<file path="config.mk">
export PLATFORM = sky130hd
export DESIGN_NAME = substring_search_with_case_mode_unit
export DESIGN_NICKNAME = d
export VERILOG_FILES = /design/src/ssc_pkg.sv /design/src/ssc_cell.sv /design/src/ssc_out_buf.sv /design/src/substring_search_with_case_mode_unit.sv
export VERILOG_INCLUDE_DIRS = /design/src /design/src/src
export SDC_FILE = /design/constraint.sdc
export NUM_CORES = 1
export LEC_CHECK = 0
export BUFFER_PORTS_ARGS = -buffer_cell sky130_fd_sc_hd__buf_2
export CAP_MARGIN = 20
export CORE_ASPECT_RATIO = 2
export CORE_MARGIN = 4
export CORE_UTILIZATION = 56
export CTS_BUF_LIST = sky130_fd_sc_hd__clkbuf_8
export CTS_CLUSTER_DIAMETER = 200
export DETAILED_ROUTE_END_ITERATION = 6
export GPL_ROUTABILITY_DRIVEN = 1
export PLACE_DENSITY_LB_ADDON = 0.2
export SETUP_SLACK_MARGIN = 0.1
export SYNTH_ARGS = -nofsm -noshare
export SYNTH_HDL_FRONTEND = slang
export SYNTH_SLANG_ARGS = --single-unit
</file>
<file path="constraint.sdc">
create_clock -name clk -period 6.65 [get_ports clk]
set_input_delay 1.33 -clock clk [delete_from_list [all_inputs] [get_ports clk]]
set_output_delay 1.33 -clock clk [all_outputs]
set_load 0.05 [all_outputs]
</file>
<file path="src/substring_search_with_case_mode_unit_macros.svh">
// Assertion macros for the substring search unit.
// Included by the top level; no other dependencies.
`ifndef SUBSTRING_SEARCH_WITH_CASE_MODE_UNIT_MACROS_SVH
`define SUBSTRING_SEARCH_WITH_CASE_MODE_UNIT_MACROS_SVH

`ifndef SYNTHESIS
// Clocked check, masked while reset is asserted
`define SSC_ASSERT(label, clk, rst_n, prop) \
  label: assert property (@(posedge clk) disable iff (!rst_n) prop) \
    else $error("%m: check failed");
// Clocked check that also holds during reset
`define SSC_ASSERT_ALWAYS(label, clk, prop) \
  label: assert property (@(posedge clk) prop) \
    else $error("%m: check failed");
`else
`define SSC_ASSERT(label, clk, rst_n, prop)
`define SSC_ASSERT_ALWAYS(label, clk, prop)
`endif

`endif

</file>
<file path="src/ssc_pkg.sv">
// Shared types, constants and the ASCII fold function of the substring search unit.
// No dependencies.
package ssc_pkg;

  localparam int          PATTERN_MAX_DEF = 16;
  localparam longint unsigned TEXT_MAX_DEF = 64'd65536;

  localparam int BYTE_W      = 8;
  localparam int OFFSET_W    = 16;
  localparam int LEN_W       = 5;
  localparam int CFG_DATA_W  = 64;
  localparam int CFG_INDEX_W = 2;

  // Configuration register indexes
  localparam logic [CFG_INDEX_W-1:0] REG_PATTERN_LO = 2'd0;
  localparam logic [CFG_INDEX_W-1:0] REG_PATTERN_HI = 2'd1;
  localparam logic [CFG_INDEX_W-1:0] REG_PATTERN_LEN = 2'd2;
  localparam logic [CFG_INDEX_W-1:0] REG_CASE_SENS = 2'd3;

  localparam logic [BYTE_W-1:0] ASCII_LOWER_A = 8'h61;
  localparam logic [BYTE_W-1:0] ASCII_LOWER_Z = 8'h7A;
  localparam logic [BYTE_W-1:0] ASCII_CASE_GAP = 8'h20;

  typedef struct packed {
    logic advance;  // take the new hit bit
    logic clear;    // end of text: drop all partial matches
  } cell_ctrl_t;

  typedef struct packed {
    logic                found;
    logic [OFFSET_W-1:0] offset;
  } result_t;

  // Fold a-z to A-Z unless the compare is case sensitive
  function automatic logic [BYTE_W-1:0] fold_byte(input logic [BYTE_W-1:0] b,
                                                  input logic case_sens);
    if (!case_sens && b >= ASCII_LOWER_A && b <= ASCII_LOWER_Z) begin
      return b - ASCII_CASE_GAP;
    end
    return b;
  endfunction

endpackage

</file>
<file path="src/ssc_cell.sv">
// One cell of the match chain: holds the hit bit for one pattern position.
// Depends on ssc_pkg.
module ssc_cell (
  input  logic                      clk,
  input  logic                      rst_n,
  input  ssc_pkg::cell_ctrl_t       ctrl,
  input  logic                      case_sens,
  input  logic [ssc_pkg::BYTE_W-1:0] text_byte,
  input  logic [ssc_pkg::BYTE_W-1:0] pat_byte,
  input  logic                      prev_hit,
  output logic                      hit_nxt,
  output logic                      hit_r
);
  import ssc_pkg::*;

  // Extend the neighbor's partial match when this pattern byte matches
  assign hit_nxt = prev_hit && (fold_byte(pat_byte, case_sens) == text_byte);

  // Hold, advance or clear the hit bit
  always_ff @(posedge clk) begin
    if (!rst_n || ctrl.clear) begin
      hit_r <= 1'b0;
    end else if (ctrl.advance) begin
      hit_r <= hit_nxt;
    end
  end

endmodule

</file>
<file path="src/ssc_out_buf.sv">
// Two-entry result buffer between the match logic and the result channel.
// Depends on ssc_pkg.
module ssc_out_buf (
  input  logic              clk,
  input  logic              rst_n,
  input  logic              push,
  input  ssc_pkg::result_t  push_data,
  output logic              full,
  output logic              out_valid,
  input  logic              out_ready,
  output ssc_pkg::result_t  out_data
);
  import ssc_pkg::*;

  result_t    entry_r [2];
  logic       wr_ptr_r;
  logic       rd_ptr_r;
  logic [1:0] count_r;
  logic       pop;

  assign out_valid = (count_r != 2'd0);
  assign full      = (count_r == 2'd2);
  assign out_data  = entry_r[rd_ptr_r];
  assign pop       = out_valid && out_ready;

  // Store an incoming result
  always_ff @(posedge clk) begin
    if (push) begin
      entry_r[wr_ptr_r] <= push_data;
    end
  end

  // Advance pointers and occupancy
  always_ff @(posedge clk) begin
    if (!rst_n) begin
      wr_ptr_r <= 1'b0;
      rd_ptr_r <= 1'b0;
      count_r  <= 2'd0;
    end else begin
      if (push) begin
        wr_ptr_r <= ~wr_ptr_r;
      end
      if (pop) begin
        rd_ptr_r <= ~rd_ptr_r;
      end
      case ({push, pop})
        2'b10:   count_r <= count_r + 2'd1;
        2'b01:   count_r <= count_r - 2'd1;
        default: count_r <= count_r;
      endcase
    end
  end

endmodule

</file>
<file path="src/substring_search_with_case_mode_unit.sv">
// Top level of the streaming substring search with selectable case mode.
// Depends on ssc_pkg, ssc_cell, ssc_out_buf and the assertion macro header.
//
// Usage:
//   Text bytes enter on the in_ channel (valid/ready), one per transaction,
//   with in_last_byte marking the final byte of a text. Results leave on the
//   out_ channel: out_found=1 with out_match_offset at the first full match,
//   or out_found=0 at the last byte when no match was seen. Bytes after a
//   match give no result; the last byte of a text clears the search state.
//   The cfg_ port writes the pattern words, the pattern length and the case
//   mode; write it only while no text is in flight.
// Timing:
//   One byte per cycle while in_ready is high. The row of PATTERN_MAX match
//   cells compares in the cycle that accepts the byte; the result buffer
//   register then makes the result visible on out_valid in the next cycle when
//   the buffer is empty, and later only while older results wait for the receiver.
// Reset (rst_n low, synchronous) zeroes the configuration, the partial
// matches, the byte count and the done flag, and empties the result buffer.
// Stall: a two-entry result buffer absorbs a stalled receiver; in_ready drops
// only while both entries hold results.
`include "substring_search_with_case_mode_unit_macros.svh"

module substring_search_with_case_mode_unit #(
  parameter int              PATTERN_MAX = ssc_pkg::PATTERN_MAX_DEF,
  parameter longint unsigned TEXT_MAX    = ssc_pkg::TEXT_MAX_DEF
) (
  input  logic                           clk,
  input  logic                           rst_n,
  // Configuration
  input  logic                           cfg_wr_en,
  input  logic [ssc_pkg::CFG_INDEX_W-1:0] cfg_index,
  input  logic [ssc_pkg::CFG_DATA_W-1:0]  cfg_wdata,
  // Text input
  input  logic                           in_valid,
  output logic                           in_ready,
  input  logic [ssc_pkg::BYTE_W-1:0]      in_text_byte,
  input  logic                           in_last_byte,
  // Results
  output logic                           out_valid,
  input  logic                           out_ready,
  output logic                           out_found,
  output logic [ssc_pkg::OFFSET_W-1:0]    out_match_offset
);
  import ssc_pkg::*;

  localparam int CW = $clog2(TEXT_MAX);
  localparam int DW = (CW > OFFSET_W) ? CW : OFFSET_W;
  localparam int IW = (PATTERN_MAX > 1) ? $clog2(PATTERN_MAX) : 1;
  localparam logic [CW-1:0] SAT = CW'(TEXT_MAX - 64'd1);

  // Configuration registers
  logic [CFG_DATA_W-1:0] pattern_lo_r;
  logic [CFG_DATA_W-1:0] pattern_hi_r;
  logic [LEN_W-1:0]      pattern_len_r;
  logic                  case_sens_r;

  // Per-text state
  logic [CW-1:0]          bytes_seen_r;
  logic [CW-1:0]          bytes_seen_nxt;
  logic                   done_r;
  logic                   done_nxt;

  logic                   acc;
  logic [BYTE_W-1:0]      text_f;
  logic [LEN_W-1:0]       len_eff;
  logic [IW-1:0]          len_sel;
  logic [PATTERN_MAX-1:0] hit_nxt;
  logic [PATTERN_MAX-1:0] hit_r;
  logic                   match;
  logic [DW-1:0]          off_full;
  cell_ctrl_t             cell_ctrl;
  result_t                res;
  logic                   res_valid;
  logic                   buf_full;
  result_t                out_res;

  // Write configuration registers
  always_ff @(posedge clk) begin
    if (!rst_n) begin
      pattern_lo_r  <= '0;
      pattern_hi_r  <= '0;
      pattern_len_r <= '0;
      case_sens_r   <= 1'b0;
    end else if (cfg_wr_en) begin
      unique case (cfg_index)
        REG_PATTERN_LO:  pattern_lo_r  <= cfg_wdata;
        REG_PATTERN_HI:  pattern_hi_r  <= cfg_wdata;
        REG_PATTERN_LEN: pattern_len_r <= cfg_wdata[LEN_W-1:0];
        REG_CASE_SENS:   case_sens_r   <= cfg_wdata[0];
        default: ;
      endcase
    end
  end

  assign in_ready = !buf_full;
  assign acc      = in_valid && in_ready;
  assign text_f   = fold_byte(in_text_byte, case_sens_r);

  // Clamp the length to the chain size
  assign len_eff = (pattern_len_r > LEN_W'(PATTERN_MAX)) ? LEN_W'(PATTERN_MAX) : pattern_len_r;
  assign len_sel = IW'(len_eff - LEN_W'(1));

  assign cell_ctrl.advance = acc && !done_r;
  assign cell_ctrl.clear   = acc && in_last_byte;

  // Row of match cells, each fed by its left neighbor
  for (genvar i = 0; i < PATTERN_MAX; i++) begin : g_cell
    logic [BYTE_W-1:0] pat_byte;
    logic              prev_hit;

    if (i < 8) begin : g_lo
      assign pat_byte = pattern_lo_r[i*BYTE_W +: BYTE_W];
    end else begin : g_hi
      assign pat_byte = pattern_hi_r[(i-8)*BYTE_W +: BYTE_W];
    end

    if (i == 0) begin : g_head
      assign prev_hit = 1'b1;
    end else begin : g_body
      assign prev_hit = hit_r[i-1];
    end

    ssc_cell u_cell (
      .clk       (clk),
      .rst_n     (rst_n),
      .ctrl      (cell_ctrl),
      .case_sens (case_sens_r),
      .text_byte (text_f),
      .pat_byte  (pat_byte),
      .prev_hit  (prev_hit),
      .hit_nxt   (hit_nxt[i]),
      .hit_r     (hit_r[i])
    );
  end

  // Full match at the configured length
  assign match = (len_eff != '0) && hit_nxt[len_sel];

  // Start offset, pinned once the count has saturated
  assign off_full = (bytes_seen_r == SAT) ? DW'(SAT)
                  : (DW'(bytes_seen_r) - DW'(len_eff - LEN_W'(1)));

  assign res_valid  = acc && !done_r && (match || in_last_byte);
  assign res.found  = match;
  assign res.offset = match ? off_full[OFFSET_W-1:0] : '0;

  // Next byte count and done flag
  always_comb begin
    bytes_seen_nxt = bytes_seen_r;
    done_nxt       = done_r;
    if (acc) begin
      if (in_last_byte) begin
        bytes_seen_nxt = '0;
        done_nxt       = 1'b0;
      end else if (!done_r) begin
        if (match) begin
          done_nxt = 1'b1;
        end else if (bytes_seen_r != SAT) begin
          bytes_seen_nxt = bytes_seen_r + CW'(1);
        end
      end
    end
  end

  always_ff @(posedge clk) begin
    if (!rst_n) begin
      bytes_seen_r <= '0;
      done_r       <= 1'b0;
    end else begin
      bytes_seen_r <= bytes_seen_nxt;
      done_r       <= done_nxt;
    end
  end

  ssc_out_buf u_out_buf (
    .clk       (clk),
    .rst_n     (rst_n),
    .push      (res_valid),
    .push_data (res),
    .full      (buf_full),
    .out_valid (out_valid),
    .out_ready (out_ready),
    .out_data  (out_res)
  );

  assign out_found        = out_res.found;
  assign out_match_offset = out_res.offset;

  // Checks
  `SSC_ASSERT(a_done_after_match, clk, rst_n,
              (res_valid && res.found && !in_last_byte) |=> done_r)
  `SSC_ASSERT(a_quiet_when_done, clk, rst_n, (acc && done_r) |-> !res_valid)
  `SSC_ASSERT(a_clear_at_last, clk, rst_n,
              (acc && in_last_byte) |=> (bytes_seen_r == '0 && !done_r && hit_r == '0))
  `SSC_ASSERT(a_count_step, clk, rst_n,
              (acc && !in_last_byte && !done_r && !match && bytes_seen_r != SAT)
              |=> (bytes_seen_r == $past(bytes_seen_r) + CW'(1)))
  `SSC_ASSERT_ALWAYS(a_no_push_when_full, clk, !(res_valid && buf_full))

endmodule

</file>
Word-level counts from Yosys, hierarchy flattened
Memory sizes are Yosys's and may differ from the RTL's. A register that Yosys moved wholly into a read port is not among the register bits.
Index checks and enable logic that the tools add are counted.
{"block": "totals", "wordCells": 251, "n_memories": 1, "reg_bits": 170, "mem_bits_rw": 34}
{"block": "op_classes", "muxes": 68, "n_eq_ne": 26, "order_cmp": 36, "bitwise_logic": 2, "reduce_logical": 71, "add_sub_neg": 23}
{"memory": "u_out_buf.entry_r", "words": 2, "word_bits": 17, "rd": 1, "rd_ports_with_merged_regs": 1, "write_ports": 1, "line_no": "ssc_out_buf.sv:15", "rtl": "result_t entry_r [2];"}
{"cell": "$mux 8", "count": 34}
{"cell": "$ge 8x7->1 const B", "count": 17}
{"cell": "$le 8x7->1 const B", "count": 17}
{"cell": "$sub 8x6->8 const B", "count": 17}
{"cell": "$eq 8x8->1", "count": 16}
{"cell": "$mux 16", "count": 6}
{"cell": "$logic_and 1x1->1", "count": 55}
{"cell": "$mux 1", "count": 25}
{"cell": "$add 16x1->16 const B", "count": 1}
{"cell": "$eq 16x16->1 const B", "count": 1}
{"cell": "$ne 16x16->1 const B", "count": 1}
{"cell": "$sub 16x16->16", "count": 1}
{"cell": "$eq 2x2->1 const B", "count": 4}
{"cell": "$reduce_and 2->1", "count": 4}
{"cell": "$reduce_bool 2->1", "count": 3}
{"cell": "$sub 5x1->6 const B", "count": 1}
{"cell": "$gt 5x5->1 const B", "count": 1}
{"cell": "$lt 4x5->1 const B", "count": 1}
{"cell": "$mux 5", "count": 1}
{"cell": "$reduce_bool 5->1", "count": 1}
{"cell": "$bmux 1 s4", "count": 1}
{"cell": "$eq 2x1->1 const B", "count": 2}
{"cell": "$logic_not 1->1", "count": 4}
{"cell": "$ne 2x2->1 const B", "count": 2}
{"cell": "other kinds (8)", "count": 10}

Logic depth before layout (Yosys ltp)
Gate-level depths: netlist of run 1.
{"block": "depth", "depth_word": 14, "ltp_mapped": 19, "ltp_nobuf": 16}

Modules after synthesis
Synthesis of run 1 repeated with hierarchy kept, for this count alone.
{"block": "unflattened", "cells_unflattened": 1553, "area_unflattened_um2": 13241.4}
{"mod": "substring_search_with_case_mode_unit", "instances": 1, "area_each_um2": 6907.9, "cells_each": 853, "seq_area_each_um2": 3022.9}
{"mod": "ssc_cell", "instances": 16, "area_each_um2": 305.3, "cells_each": 39, "seq_area_each_um2": 20.0}
{"mod": "ssc_out_buf", "instances": 1, "area_each_um2": 1448.9, "cells_each": 76, "seq_area_each_um2": 1121.1}

Least setup slack after synthesis of run 1
No wires, ideal clock.
{"block": "synth_path", "path_type": "input -> register", "start": "input port in_text_byte[2] in the netlist's numbering", "end": "memory u_out_buf.entry_r[0][0] in the netlist's numbering (enable)", "setup_ps": 392, "path_stages": 12, "required_ps": 6258, "path_slack_ps": 1393, "t_arrival_ps": 4865, "path_cell_list": "buf_4 > or4_4 > o21a_1 > a21o_1 > buf_6 > xor2_1 > or4_1 > a31oi_1 > a21oi_1 > o221a_4 > a21oi_2 > nor2b_1"}
{"block": "synth_between", "elab_chain_cells": 14, "word_cells_on_any_way": 46}
{"element": "from (decl)", "line_no": "substring_search_with_case_mode_unit.sv:36", "rtl": "input logic [ssc_pkg::BYTE_W-1:0] in_text_byte,"}
{"element": "$ge 8x7->1", "line_no": "ssc_pkg.sv:37", "rtl": "if (!case_sens && b >= ASCII_LOWER_A && b <= ASCII_LOWER_Z) begin"}
{"element": "$logic_and 1x1->1 (2 in a row)", "line_no": "ssc_pkg.sv:37"}
{"element": "$mux 1", "line_no": "ssc_pkg.sv:37"}
{"element": "$mux 8 *", "line_no": "ssc_pkg.sv:40", "rtl": "return b;"}
{"element": "$eq 8x8->1", "line_no": "ssc_cell.sv:17", "rtl": "assign hit_nxt = prev_hit && (fold_byte(pat_byte, case_sens) == text_byte);"}
{"element": "$logic_and 1x1->1", "line_no": "ssc_cell.sv:17"}
{"element": "$bmux 1 s4 *", "line_no": "substring_search_with_case_mode_unit.sv:137", "rtl": "assign match = (len_eff != '0) && hit_nxt[len_sel];"}
{"element": "$mux 1 (not written as such) *", "line_no": "substring_search_with_case_mode_unit.sv:137"}
{"element": "$logic_and 1x1->1 *", "line_no": "substring_search_with_case_mode_unit.sv:137"}
{"element": "$logic_or 1x1->1 *", "line_no": "substring_search_with_case_mode_unit.sv:143", "rtl": "assign res_valid = acc && !done_r && (match || in_last_byte);"}
{"element": "$logic_and 1x1->1 *", "line_no": "substring_search_with_case_mode_unit.sv:143"}
{"element": "$mux 1 *", "line_no": "ssc_out_buf.sv:28", "rtl": "if (push) begin"}
{"element": "$mux 1 (not written as such) *", "line_no": "ssc_out_buf.sv:29", "rtl": "entry_r[wr_ptr_r] <= push_data;"}
{"element": "to (decl)", "line_no": "ssc_out_buf.sv:15"}
Mark *: on every way between the ends. The rest lies on a longest branch, timed or not. The select of a mux whose other input is x is not followed.

==> results_dict.tcl, run 1 <==
set metrics [dict create \
    synth_top_cells_by_count "nand2_1, a21oi_1, dfxtp_1, nor2_1, xnor2_1" \
    synthMuxAreaShare 0.0287 \
    r2r_cells 17 \
    pin_count 99 \
    ys_types 70 \
    reg2reg_from "pattern_len_r[0]" \
    min_period_ns 5.48 \
    yosys.area.top_type "dfxtp_1" \
    die_y_um 214 \
    arrival_ns 5.75 \
    grt_pass1_vias 10800 \
    synthTopCellsByArea "dfxtp_1, nand2_1, edfxtp_1, a21oi_1, xnor2_1" \
    grtUsageTotal 0.287 \
    holdBufCountCts 0 \
    io_buffers 98 \
    setup_tns_ns 0 \
    synth_area_um2 11900 \
    fin_skew_ns 0.0204 \
    htreeDepth 1 \
    grt_pass1_wl_mm 55.5 \
    finalSetupViolations 0 \
    routed_wl_mm 35.2 \
    synth_async_sr_flop_share 0 \
    dp_hpwl_mm 26.0 \
    grt_max_degree 81 \
    firstDrtPassIters 6 \
    finalCritPeriodShare 0.824 \
    rrSetupSlack_ns 1.17 \
    synth_edf_count 34 \
    slew_headroom 0.360 \
    min_path_type "reg -> reg" \
    synth_seq_cells 205 \
    hold_violations 0 \
    root_buffer "clkbuf_8" \
    rows 75 \
    slew_violations 0 \
    placed_area_um2 12500 \
    p_sw_mw 0.945 \
    power_frac_clock 0.344 \
    stdcell_area_um2 13100 \
    cts_made_buffers 29 \
    cts_setup_buffers 0 \
    timing.fmax_mhz 183 \
    grt_antenna_before_repair 0 \
    syn_nets 1619 \
    comb_power_share 0.202 \
    critical_path.max_fanout 13 \
    worstHoldStart "g_cell[13].u_cell.hit_r" \
    yosysTopAreaCellShare 0.287 \
    cts_tree "yes" \
    coreArea_um2 21000 \
    via_count 11100 \
    drt_iter0_markers 582 \
    synth-simple-area-share 0.215 \
    n_antenna_cell 0 \
    drc 0 \
    die_w_um 111 \
    grt-ovfl-total 0 \
    r2r-end "u_out_buf.entry_r[0][14]" \
    finalWeightedCongestion 0.965 \
    synth_top_family_by_area "simple AND/OR/NAND/NOR gates" \
    status "finished, final reports clean" \
    synth_xor_xnor_area_share 0.0998 \
    clkTransAtPathRegs_ns 0.07 \
    hold_depth 2 \
    ctsResizeCount 0 \
    min_to "g_cell[13].u_cell.hit_r" \
    synth_flop_cell "dfxtp_1" \
    post-place-ws_ns 0.675 \
    die-area_um2 23900 \
    wl_per_cell_um 19.0 \
    p_sw_frac 0.313 \
    rsz0062_at_grt "no" \
    synth_compound_area_frac 0.194 \
    synth-adder-area-share 0.0394 \
    worstPathRequired_ns 6.92 \
    yosysMostFrequentCell "nand2_1" \
    drive_above_1_share 0.122 \
    ys_warn_count 0 \
    postLayoutCoreUtil 0.626 \
    insertion_delay_ns 0.58 \
    yosysSeqAreaShare 0.372 \
    start_util 0.568 \
    synthCells 1502 \
    area_growth_pct 10.2 \
    total_power_mw 3.02 \
    startpoint_type "flip-flop" \
    p_int_mw 2.07 \
    leakage_nw 4.97 \
    crit_type "reg -> reg" \
    endpoint_kind "flip-flop" \
    worst_pin_slew_ns 0.954 \
    powerDensity_nw_per_um2 230 \
    vdd_drop_max_mv 0.240 \
    cts.sinks 205 \
    clk_path_buf_depth 3 \
    avgSynthCellArea_um2 7.95 \
    finalNetCount 1679 \
    worst_slack_ns 1.17 \
    pwr-share-seq 0.454 \
    viasPerCell 5.97 \
    ant_nets 0 \
    cap_viol_max_count 0 \
]
registers in the layout (all words and copies together) (netlist names), named ones only:
signal / count
pattern_hi_r: 64
pattern_lo_r: 64
u_out_buf.entry_r: 34
bytes_seen_r: 16
g_cell.u_cell.hit_r: 15
pattern_len_r: 5
u_out_buf.count_r: 2
case_sens_r: 1
done_r: 1
u_out_buf.rd_ptr_r: 1
u_out_buf.wr_ptr_r: 1
layout by cell type (no fill, tap or decap), drive strengths merged, types with 10 or more instances in the layout:
cell    count
nand2     328
a21oi     182
dfxtp     171
buf       119
nor2       80
xnor2      71
inv        67
xor2       65
nand3      41
ha         36
o21ai      35
edfxtp     34
clkbuf     32
nor3       26
o41ai      21
nor4       20
mux2       18
and3       18
or4        16
nand4      15
a31oi      15
o31ai      15
mux2i      14
a22oi      14
o211ai     10
worst max-delay path by stage:
stage	startpoint	end	cells after the start
floorplan	in_text_byte[2]	u_out_buf.entry_r[0][0]	12
global placement	in_text_byte[4]	u_out_buf.count_r[1]	14
detailed placement	in_text_byte[4]	u_out_buf.count_r[1]	14
CTS	in_text_byte[4]	u_out_buf.count_r[1]	14
global route	pattern_len_r[0]	u_out_buf.entry_r[0][14]	17
finish	pattern_len_r[0]	u_out_buf.entry_r[0][14]	17
metrics by stage:
step           hold WS (ns)  cells
3_3_place_gp          0.445   1800
6_report              0.465   1851
3_5_place_dp          0.456   1800
5_1_grt               0.478   1851
2_1_floorplan         0.427   1502
4_1_cts               0.465   1851
power groups by stage:
stage                     clock network [mW]  logic, mW  registers (mW)
final                                   1.04      0.609            1.37
after global routing                    1.10      0.661            1.38
after CTS                               1.06      0.611            1.37
after detailed placement                   0      0.609            1.40
after global placement                     0      0.598            1.40
after floorplan                            0      0.465            1.37
logic make-up (layout without fill, tap and decap cells):
group / count (synthesis) / count (layout)
buffers and inverters: 148 / 228
DFF: 205 / 205
muxes: 32 / 32
AOI/OAI and AO/OA: 364 / 364
and+or+nand+nor: 580 / 580
adders and majority gates: 37 / 37
xor gates and xnor gates: 136 / 136
per-layer routing:
metal  up-vias  wire [um]  track usage
li1       5377          -            -
met1      5221      11900        0.278
met2       327      19200        0.553
met3       132       1320       0.0249
met4         0       2830        0.203
met5         -          0            0
cell type report:
cell class / instances / area (um^2)
sequential: 205 / 4440
multi-input combinational: 1149 / 6900
clock inverter: 19 / 161
timing repair buffer: 119 / 648
tap: 269 / 337
clock buffer: 32 / 440
fill: 1998 / 7870
inverter: 58 / 220
critical path: stages (launching register included):
cell and delay (ns):
dfxtp_1 0.39, nor2b_1 0.52, inv_1 0.37, ha_1 0.34, xnor2_1 0.17, buf_4 0.21
clkinv_1 0.33, ha_1 0.45, a21o_1 0.21, a21oi_1 0.25, o21bai_1 0.09, a21oi_1 0.25
o21bai_1 0.14, a211o_1 0.35, a2111oi_0 0.64, o31ai_1 0.20, xnor2_1 0.17, a22oi_1 0.09
No activity file was read; power rests on OpenSTA's default activity.
==> inputs of run 2 (changes only) <==
Clock period 6.65 ns to 5 ns, I/O delays scaled along.
==> results_dict.tcl, run 2 (same netlist as run 1, synthesis figures left out) <==
set metrics [dict create \
    powerDensity_nw_per_um2 313 \
    grt_antenna_before_repair 0 \
    r2r_cells 16 \
    worst_pin_slew_ns 1.01 \
    viasPerCell 5.94 \
    die-area_um2 23900 \
    clkTransAtPathRegs_ns 0.07 \
    setup_tns_ns 0 \
    slew_violations 0 \
    vdd_drop_max_mv 0.354 \
    leakage_nw 5.08 \
    total_power_mw 4.18 \
    finalWeightedCongestion 0.965 \
    status "finished, final reports clean" \
    mostFrequentLayoutCell "nand2_1" \
    finalCritPeriodShare 0.879 \
    drive_above_1_share 0.137 \
    firstDrtPassIters 6 \
    area_growth_pct 12.1 \
    n_antenna_cell 0 \
    die_w_um 111 \
    drt_iter0_markers 555 \
    wl_per_cell_um 19.2 \
    r2r-end "u_out_buf.entry_r[0][12]" \
    fin_skew_ns 0.0182 \
    slew_headroom 0.327 \
    grt_pass1_vias 11100 \
    critical_path.max_fanout 6 \
    htreeDepth 1 \
    startpoint_type "input port" \
    insertion_delay_ns 0.57 \
    grt_max_degree 98 \
    min_path_type "reg -> reg" \
    endpoint_kind "flip-flop" \
    cts_setup_buffers 0 \
    cap_viol_max_count 0 \
    placed_area_um2 12700 \
    holdBufCountCts 0 \
    reg2reg_from "pattern_len_r[0]" \
    rows 75 \
    worstHoldStart "g_cell[11].u_cell.hit_r" \
    die_y_um 214 \
    min_period_ns 4.40 \
    cts.sinks 205 \
    io_buffers 98 \
    hold_violations 0 \
    worstPathRequired_ns 5.48 \
    cts_made_buffers 29 \
    arrival_ns 4.88 \
    finalSetupViolations 0 \
    coreArea_um2 21000 \
    dp_hpwl_mm 26.4 \
    stdcell_area_um2 13400 \
    cts_tree "yes" \
    grt-ovfl-total 0 \
    ctsResizeCount 0 \
    root_buffer "clkbuf_8" \
    via_count 11100 \
    ant_nets 0 \
    largestRegisters "pattern_hi_r: 64 flops, pattern_lo_r: 64 flops, u_out_buf.entry_r: 34 flops" \
    layout_common_cells "nand2_1, a21oi_1, dfxtp_1" \
    crit_end "u_out_buf.count_r[1]" \
    pin_count 99 \
    grt_pass1_wl_mm 56.9 \
    drc 0 \
    clk_path_buf_depth 3 \
    finalNetCount 1695 \
    timing.fmax_mhz 228 \
    rrSetupSlack_ns 0.64 \
    crit_type "in -> reg" \
    start_util 0.568 \
    rsz0062_at_grt "no" \
    routed_wl_mm 35.8 \
    cp-startpoint "in_text_byte[4]" \
    grtUsageTotal 0.294 \
]
==> run 2: how the worst min path moves through the flow <==
stage          cells after the start                 endpoint
5_1_grt                            2  g_cell[13].u_cell.hit_r
2_1_floorplan                      2   g_cell[7].u_cell.hit_r
6_report                           2  g_cell[11].u_cell.hit_r
4_1_cts                            2   g_cell[7].u_cell.hit_r
3_3_place_gp                       2  g_cell[11].u_cell.hit_r
3_5_place_dp                       2   g_cell[7].u_cell.hit_r
==> run 2: final cells by class <==
type	count	area, um^2
well taps	269	337
fillers	1952	7640
clock inverters	21	233
flip-flops and latches	205	4440
clock buffers	33	454
inverters	58	220
multi-input cells	1149	6900
repair buffers	135	793
==> run 2: per-layer routing <==
| layer | vias up | wire length [um] | global-route usage |
|---|---|---|---|
| met5 | - | 0 | 0 |
| met4 | 0 | 2750 | 0.200 |
| met3 | 128 | 1340 | 0.0311 |
| met2 | 318 | 19500 | 0.572 |
| met1 | 5250 | 12200 | 0.281 |
| li1 | 5408 | - | - |
==> run 2: critical path, cell delays in order <==
cell	delay (ns)
buf_2	0.11
or4_4	0.56
o21ai_2	0.29
o31a_1	0.37
xnor2_1	0.12
or4_1	0.58
a31oi_1	0.25
a21oi_1	0.14
o221a_4	0.33
a21oi_2	0.22
inv_1	0.07
ha_1	0.31
or3_1	0.37
a21oi_1	0.15
==> run 2: metrics by stage <==
step	std cells	utilization	setup WS, ns	hold WS (ns)
6_report	1870	0.637	0.605	0.457
5_1_grt	1870	0.637	0.270	0.484
4_1_cts	1870	0.637	0.632	0.460
3_5_place_dp	1816	0.604	0.0330	0.448
3_3_place_gp	1816	0.604	0.101	0.444
2_1_floorplan	1502	-	0.376	0.427
==> run 2: power breakdown <==
part / internal, mW / switching (mW)
Sequential: 1.74 / 0.0778
Combinational: 0.284 / 0.538
Clock: 0.871 / 0.670
Total: 2.90 / 1.29
